===== config.mk =====
export PLATFORM = sky130hd
export DESIGN_NAME = rgb_to_hsv_converter_top
export DESIGN_NICKNAME = d
export VERILOG_FILES = /design/src/rtl/rth_pkg.sv /design/src/rtl/rgb_to_hsv_converter_top.sv /design/src/rtl/rth_front.sv /design/src/rtl/rth_div_stage.sv /design/src/rtl/rth_back.sv
export SDC_FILE = /design/constraint.sdc
export NUM_CORES = 1
export LEC_CHECK = 0
export BUFFER_PORTS_ARGS = -buffer_cell sky130_fd_sc_hd__buf_4
export CAP_MARGIN = 15
export CORE_ASPECT_RATIO = 0.75
export CORE_MARGIN = 2
export CORE_UTILIZATION = 55
export CTS_CLUSTER_DIAMETER = 60
export DETAILED_ROUTE_END_ITERATION = 6
export MAX_ROUTING_LAYER = met4
export PLACE_DENSITY_LB_ADDON = 0.1
export SLEW_MARGIN = 20
export SYNTH_ARGS = -nofsm -noshare
export SYNTH_HDL_FRONTEND = slang
export SYNTH_HIERARCHICAL = 1
export SYNTH_SLANG_ARGS = --single-unit
export TNS_END_PERCENT = 20

===== constraint.sdc =====
create_clock -name clk -period 5.78 [get_ports clk]
set_input_delay 0.578 -clock clk [delete_from_list [all_inputs] [get_ports clk]]
set_output_delay 0.578 -clock clk [all_outputs]
set_load 0.02 [all_outputs]

===== src/rtl/rth_pkg.sv =====
// Shared types, constants and the divider step for the RGB to HSV pipeline.
package rth_pkg;

  localparam int CHAN_W = 8;
  localparam int HUE_W = 13;
  localparam int QUOT_W = 10;
  localparam int DIV_STEPS_PER_STAGE = 2;
  localparam int DIV_STAGES = QUOT_W / DIV_STEPS_PER_STAGE;
  localparam int LATENCY = DIV_STAGES + 3;

  localparam logic [1:0] SECTOR_RED = 2'd0;
  localparam logic [1:0] SECTOR_GREEN = 2'd1;
  localparam logic [1:0] SECTOR_BLUE = 2'd2;

  localparam logic [HUE_W-1:0] SECTOR_SPAN = 13'd1920;
  localparam logic [HUE_W-1:0] DOUBLE_SPAN = 13'd3840;
  localparam logic [HUE_W-1:0] FULL_TURN = 13'd5760;

  typedef struct packed {
    logic [1:0]        sector;
    logic              neg;
    logic [CHAN_W-1:0] brightness;
    logic              black;
    logic              grey;
  } info_t;

  typedef struct packed {
    logic [CHAN_W-1:0] rem;
    logic [QUOT_W-1:0] num;
    logic [QUOT_W-1:0] quot;
    logic [CHAN_W-1:0] dvsr;
  } div_lane_t;

  function automatic div_lane_t div_step(div_lane_t lane);
    logic [CHAN_W:0] sh;
    logic [CHAN_W:0] dif;
    logic            ge;
    div_lane_t       res;
    sh = {lane.rem, lane.num[QUOT_W-1]};
    dif = sh - {1'b0, lane.dvsr};
    ge = (sh >= {1'b0, lane.dvsr});
    res = lane;
    res.num = {lane.num[QUOT_W-2:0], 1'b0};
    res.rem = ge ? dif[CHAN_W-1:0] : sh[CHAN_W-1:0];
    res.quot = {lane.quot[QUOT_W-2:0], ge};
    return res;
  endfunction

endpackage


===== src/rtl/rgb_to_hsv_converter_top.sv =====
// Top level of the pipelined RGB to HSV hexcone converter.
// Usage:
//   Drive red, green and blue with start high; the pixel transfers at any
//   rising edge where start is high and busy is low. busy is held low, so a
//   new pixel may transfer in every clock cycle.
//   Each result shows on hue, saturation, brightness and hue_undefined for
//   exactly one cycle with done high, and transfers at the edge that ends
//   that cycle. Results come out in the order the pixels went in.
// Pipeline: a pixel passes through two front stages, five divider stages
//   of two quotient bits each, and one output register.
// Throughput: one pixel per cycle, set by the fully pipelined restoring
//   divider that forms both saturation and hue.
// Reset: synchronous rst clears every stage valid bit; pixels in flight
//   are dropped and done stays low until new pixels arrive.
// Stall: the receiver cannot hold results off, so the pipeline never stalls.
module rgb_to_hsv_converter_top (
  input  logic                        clk,
  input  logic                        rst,
  input  logic                        start,
  output logic                        busy,
  input  logic [rth_pkg::CHAN_W-1:0]  red,
  input  logic [rth_pkg::CHAN_W-1:0]  green,
  input  logic [rth_pkg::CHAN_W-1:0]  blue,
  output logic                        done,
  output logic [rth_pkg::HUE_W-1:0]   hue,
  output logic [rth_pkg::CHAN_W-1:0]  saturation,
  output logic [rth_pkg::CHAN_W-1:0]  brightness,
  output logic                        hue_undefined
);

  logic                valid [rth_pkg::DIV_STAGES+1];
  rth_pkg::info_t      info  [rth_pkg::DIV_STAGES+1];
  rth_pkg::div_lane_t  sat   [rth_pkg::DIV_STAGES+1];
  rth_pkg::div_lane_t  hl    [rth_pkg::DIV_STAGES+1];

  assign busy = 1'b0;

  rth_front u_front (
    .clk       (clk),
    .rst       (rst),
    .in_valid  (start && !busy),
    .red       (red),
    .green     (green),
    .blue      (blue),
    .out_valid (valid[0]),
    .out_info  (info[0]),
    .out_sat   (sat[0]),
    .out_hue   (hl[0])
  );

  for (genvar s = 0; s < rth_pkg::DIV_STAGES; s++) begin : g_div
    rth_div_stage u_div (
      .clk       (clk),
      .rst       (rst),
      .in_valid  (valid[s]),
      .in_info   (info[s]),
      .in_sat    (sat[s]),
      .in_hue    (hl[s]),
      .out_valid (valid[s+1]),
      .out_info  (info[s+1]),
      .out_sat   (sat[s+1]),
      .out_hue   (hl[s+1])
    );
  end

  rth_back u_back (
    .clk           (clk),
    .rst           (rst),
    .in_valid      (valid[rth_pkg::DIV_STAGES]),
    .in_info       (info[rth_pkg::DIV_STAGES]),
    .sat_quot      (sat[rth_pkg::DIV_STAGES].quot),
    .hue_quot      (hl[rth_pkg::DIV_STAGES].quot),
    .done          (done),
    .hue           (hue),
    .saturation    (saturation),
    .brightness    (brightness),
    .hue_undefined (hue_undefined)
  );

`ifndef SYNTH
  a_done_follows_transfer: assert property (@(posedge clk) disable iff (rst)
    done |-> $past(start && !busy, rth_pkg::LATENCY))
    else $error("result without a matching input transfer");

  a_hue_range: assert property (@(posedge clk) disable iff (rst)
    done |-> (hue < rth_pkg::FULL_TURN))
    else $error("hue out of range");

  a_grey_result: assert property (@(posedge clk) disable iff (rst)
    (done && hue_undefined) |-> ((hue == '0) && (saturation == '0) && (brightness != '0)))
    else $error("grey pixel with nonzero hue or saturation");

  a_black_result: assert property (@(posedge clk) disable iff (rst)
    (done && (brightness == '0)) |-> (!hue_undefined && (saturation == '0) && (hue == '0)))
    else $error("black pixel with nonzero fields");
`endif

endmodule


===== src/rtl/rth_front.sv =====
// Front stages: channel max and min, sector, difference, then divider operands.
module rth_front (
  input  logic                         clk,
  input  logic                         rst,
  input  logic                         in_valid,
  input  logic [rth_pkg::CHAN_W-1:0]   red,
  input  logic [rth_pkg::CHAN_W-1:0]   green,
  input  logic [rth_pkg::CHAN_W-1:0]   blue,
  output logic                         out_valid,
  output rth_pkg::info_t               out_info,
  output rth_pkg::div_lane_t           out_sat,
  output rth_pkg::div_lane_t           out_hue
);

  logic [rth_pkg::CHAN_W-1:0] mx_next;
  logic [rth_pkg::CHAN_W-1:0] mn_next;
  logic [1:0]                 sector_next;
  logic [rth_pkg::CHAN_W:0]   diff_next;
  logic [rth_pkg::CHAN_W-1:0] ad_next;

  logic                       s1_valid;
  logic [rth_pkg::CHAN_W-1:0] s1_mx;
  logic [rth_pkg::CHAN_W-1:0] s1_delta;
  logic [rth_pkg::CHAN_W-1:0] s1_ad;
  logic [1:0]                 s1_sector;
  logic                       s1_neg;

  logic [15:0]                sat_num;
  logic [17:0]                hue_num;

  always_comb begin
    mx_next = red;
    sector_next = rth_pkg::SECTOR_RED;
    if (green > mx_next) begin
      mx_next = green;
      sector_next = rth_pkg::SECTOR_GREEN;
    end
    if (blue > mx_next) begin
      mx_next = blue;
      sector_next = rth_pkg::SECTOR_BLUE;
    end
    mn_next = red;
    if (green < mn_next) mn_next = green;
    if (blue < mn_next) mn_next = blue;
    unique case (sector_next)
      rth_pkg::SECTOR_RED:   diff_next = {1'b0, green} - {1'b0, blue};
      rth_pkg::SECTOR_GREEN: diff_next = {1'b0, blue} - {1'b0, red};
      default:               diff_next = {1'b0, red} - {1'b0, green};
    endcase
    ad_next = diff_next[rth_pkg::CHAN_W] ? rth_pkg::CHAN_W'(-diff_next)
                                         : diff_next[rth_pkg::CHAN_W-1:0];
  end

  always_ff @(posedge clk) begin
    if (rst) begin
      s1_valid <= 1'b0;
    end else begin
      s1_valid <= in_valid;
    end
    s1_mx <= mx_next;
    s1_delta <= mx_next - mn_next;
    s1_ad <= ad_next;
    s1_sector <= sector_next;
    s1_neg <= diff_next[rth_pkg::CHAN_W];
  end

  assign sat_num = {s1_delta, 8'b0} - {8'b0, s1_delta};
  assign hue_num = {s1_ad, 10'b0} - {4'b0, s1_ad, 6'b0};

  always_ff @(posedge clk) begin
    if (rst) begin
      out_valid <= 1'b0;
    end else begin
      out_valid <= s1_valid;
    end
    out_info.sector <= s1_sector;
    out_info.neg <= s1_neg;
    out_info.brightness <= s1_mx;
    out_info.black <= (s1_mx == '0);
    out_info.grey <= (s1_mx != '0) && (s1_delta == '0);
    out_sat.rem <= {2'b0, sat_num[15:10]};
    out_sat.num <= sat_num[9:0];
    out_sat.quot <= '0;
    out_sat.dvsr <= s1_mx;
    out_hue.rem <= hue_num[17:10];
    out_hue.num <= hue_num[9:0];
    out_hue.quot <= '0;
    out_hue.dvsr <= s1_delta;
  end

endmodule


===== src/rtl/rth_div_stage.sv =====
// One divider stage: two quotient bits for both the saturation and the hue lane.
module rth_div_stage (
  input  logic                clk,
  input  logic                rst,
  input  logic                in_valid,
  input  rth_pkg::info_t      in_info,
  input  rth_pkg::div_lane_t  in_sat,
  input  rth_pkg::div_lane_t  in_hue,
  output logic                out_valid,
  output rth_pkg::info_t      out_info,
  output rth_pkg::div_lane_t  out_sat,
  output rth_pkg::div_lane_t  out_hue
);

  rth_pkg::div_lane_t sat_next;
  rth_pkg::div_lane_t hue_next;

  always_comb begin
    sat_next = in_sat;
    hue_next = in_hue;
    for (int i = 0; i < rth_pkg::DIV_STEPS_PER_STAGE; i++) begin
      sat_next = rth_pkg::div_step(sat_next);
      hue_next = rth_pkg::div_step(hue_next);
    end
  end

  always_ff @(posedge clk) begin
    if (rst) begin
      out_valid <= 1'b0;
    end else begin
      out_valid <= in_valid;
    end
    out_info <= in_info;
    out_sat <= sat_next;
    out_hue <= hue_next;
  end

endmodule


===== src/rtl/rth_back.sv =====
// Output stage: sector offset, hue wrap, special cases and the result register.
module rth_back (
  input  logic                        clk,
  input  logic                        rst,
  input  logic                        in_valid,
  input  rth_pkg::info_t              in_info,
  input  logic [rth_pkg::QUOT_W-1:0]  sat_quot,
  input  logic [rth_pkg::QUOT_W-1:0]  hue_quot,
  output logic                        done,
  output logic [rth_pkg::HUE_W-1:0]   hue,
  output logic [rth_pkg::CHAN_W-1:0]  saturation,
  output logic [rth_pkg::CHAN_W-1:0]  brightness,
  output logic                        hue_undefined
);

  logic [rth_pkg::HUE_W-1:0] q;
  logic [rth_pkg::HUE_W-1:0] hue_next;
  logic                      special;

  assign q = {{(rth_pkg::HUE_W-rth_pkg::QUOT_W){1'b0}}, hue_quot};
  assign special = in_info.black || in_info.grey;

  always_comb begin
    unique case (in_info.sector)
      rth_pkg::SECTOR_RED: begin
        if (in_info.neg && (q != '0)) hue_next = rth_pkg::FULL_TURN - q;
        else                          hue_next = q;
      end
      rth_pkg::SECTOR_GREEN: begin
        hue_next = in_info.neg ? rth_pkg::SECTOR_SPAN - q : rth_pkg::SECTOR_SPAN + q;
      end
      rth_pkg::SECTOR_BLUE: begin
        hue_next = in_info.neg ? rth_pkg::DOUBLE_SPAN - q : rth_pkg::DOUBLE_SPAN + q;
      end
      default: hue_next = '0;
    endcase
    if (special) hue_next = '0;
  end

  always_ff @(posedge clk) begin
    if (rst) begin
      done <= 1'b0;
    end else begin
      done <= in_valid;
    end
    hue <= hue_next;
    saturation <= special ? '0 : sat_quot[rth_pkg::CHAN_W-1:0];
    brightness <= in_info.brightness;
    hue_undefined <= in_info.grey;
  end

endmodule

==> summary.txt <==
Status -> complete, no violations
Setup slack, reg-to-reg -> 1.17 ns
Slew HR -> 33.06%
Cell count after synthesis -> 2068
Routed wire length -> 44.02 mm
Filler cells -> 3060
CTS Buf Count -> 40
Most frequent cells in the layout -> dfxtp_1 (396), ha_1 (225), inv_1 (215), a21oi_1 (121), nor2_1 (107)
WL/cell -> 16.56 um
Final period util -> 88.19%
Total grt overflow -> 0
Initial core utilization -> 56.28%
Slew Viols, Final -> 0
Setup repair bufs after CTS -> 0
Post-CTS Hold Buffers -> 0
Non-Filler Instances -> 2659
Final Critical Period -> 5.097 ns
Die Wd -> 226.2 um
Root Driver -> clkbuf_16
Initial antenna violation count -> 1
Num Clock Sinks -> 396
Via count -> 14680
Cell area after synthesis -> 20360 um^2
Fmax -> 0.1962 GHz
Crit start category -> input pin
Setup violations, final -> 0
Final #Nets -> 2410
Avg Vias per Cell -> 5.521
Tightest Pin Transition -> 1.000 ns
Worst EP required -> 6.21 ns
RSZ-0062 raised after global routing -> false
Global-route wire length before repair -> 72.12 mm
Core Area -> 36180 um^2
Post-DP HPWL -> 34.47 mm
Endpoint class of the critical path -> flip-flop
Die area -> 38600 um^2
Clk buf depth -> 3
1st-pass router iterations -> 5
IO Pins -> 59
Drt initial violations -> 1202
Syn_area_per_cell -> 9.847 um^2
Number of max-cap violations -> 0
Largest net degree at the start of global routing -> 27
Post-Place Cells -> 2590
Warnings from Yosys -> 6
WP data arrival -> 5.53 ns
Commonest non-fill, non-tap cell in the layout -> dfxtp_1
CTS H-Tree Depth -> 2
Final Core Density -> 62.40%
Layout area overhead -> 10.89%
Crit path kind -> in2reg
CTS tree -> built
GPL Wtd Cong -> 0.9000
Fin area -> 22580 um^2
Hold Vio Cnt, Final -> 0
Final antenna-violating net count -> 0
Dpl cell area -> 21210 um^2
Post-cts gate resize count -> 0
Hold Crit Class -> in2reg
Drt drc -> 0
Antenna cells -> 0
Clock Pin Slew Worst Setup and Hold Paths -> 0.06 ns
Layout cells sized above 1 -> 13.36%
Crit-path max FO -> 14
Vias in the first global route -> 13977
Row count -> 60
Clock skew -> 0.02302 ns
Port bufs -> 57
Setup_tns -> 0 ns
GRT Resource Usage Total -> 23.83%
Die Y -> 170.6 um
Clk_lat worst skew -> 0.56 ns
[critical path, stage by stage]
cell and delay (ns):
buf_4 0.12, inv_1 0.10, ha_1 0.29, and3_1 0.22
and3_4 0.20, and4_4 0.21, or2_2 0.40, a21oi_1 0.34
ha_1 0.30, o21a_1 0.16, o21ai_0 0.32, o21ai_2 0.11
a21oi_4 0.31, mux2_4 0.33, ha_1 0.26, nor2b_1 0.13
o21ai_0 0.16, nand2b_1 0.11, a21o_1 0.19, a21oi_1 0.22
o21ai_0 0.16, xor2_1 0.17, xnor2_1 0.14
[per-layer routing]
layer	vias to the layer above	track usage, %	wire length [um]
met1	6800	36.43	23510
met5	-	-	0
met4	0	5.206	699
met2	380	32.33	17110
li1	7449	-	-
met3	51	4.087	2710
[through the flow]
| stage | setup WS (ns) | hold slack [ns] |
|---|---|---|
| after global routing | 0.2223 | 0.2437 |
| after CTS | 0.7439 | 0.2237 |
| after detailed placement | 0.1527 | 0.3121 |
| after global placement | 0.2489 | 0.3101 |
| after floorplan | 0.1240 | 0.3096 |
| final | 0.6828 | 0.2527 |
[layout make-up]
class | instances | area (um^2) | area share (%)
Multi-Input combinational cell | 1417 | 11370 | 50.34
Timing Repair Buffer | 64 | 480.5 | 2.128
Sequential cell | 396 | 7928 | 35.11
Tap cell | 496 | 620.6 | 2.748
Inverter | 217 | 814.5 | 3.607
Clock inverter | 22 | 302.8 | 1.341
Clock buffer | 47 | 1067 | 4.727
[sequential cells by signal (all words and copies together), names as in the netlist, 2 cells and up]
name,count
u_front/out_sat,23
u_back/hue,13
u_front/s1_mx,8
u_front/out_hue,20
g_div.u_div/out_sat,104
u_front/s1_delta,8
u_front/s1_sector,2
u_back/brightness,8
g_div.u_div/out_info,65
g_div.u_div/out_valid,5
u_front/out_info,5
g_div.u_div/out_hue,114
u_front/s1_ad,8
u_back/saturation,8
[worst paths after layout]
path,startpoint,end,cells after the start
worst min register to register,g_div[3].u_div/out_info[0],g_div[4].u_div/out_info[0],0
worst max register to register,u_front/out_sat[1],g_div[0].u_div/out_sat[30],14
worst min-delay path,rst,g_div[0].u_div/out_valid,2
worst max-delay path,green[7],u_front/s1_delta[7],23
Power is left out: the tool's default activity adds up to more than one toggle a clock period on the data nets, which glitch-free logic cannot reach.
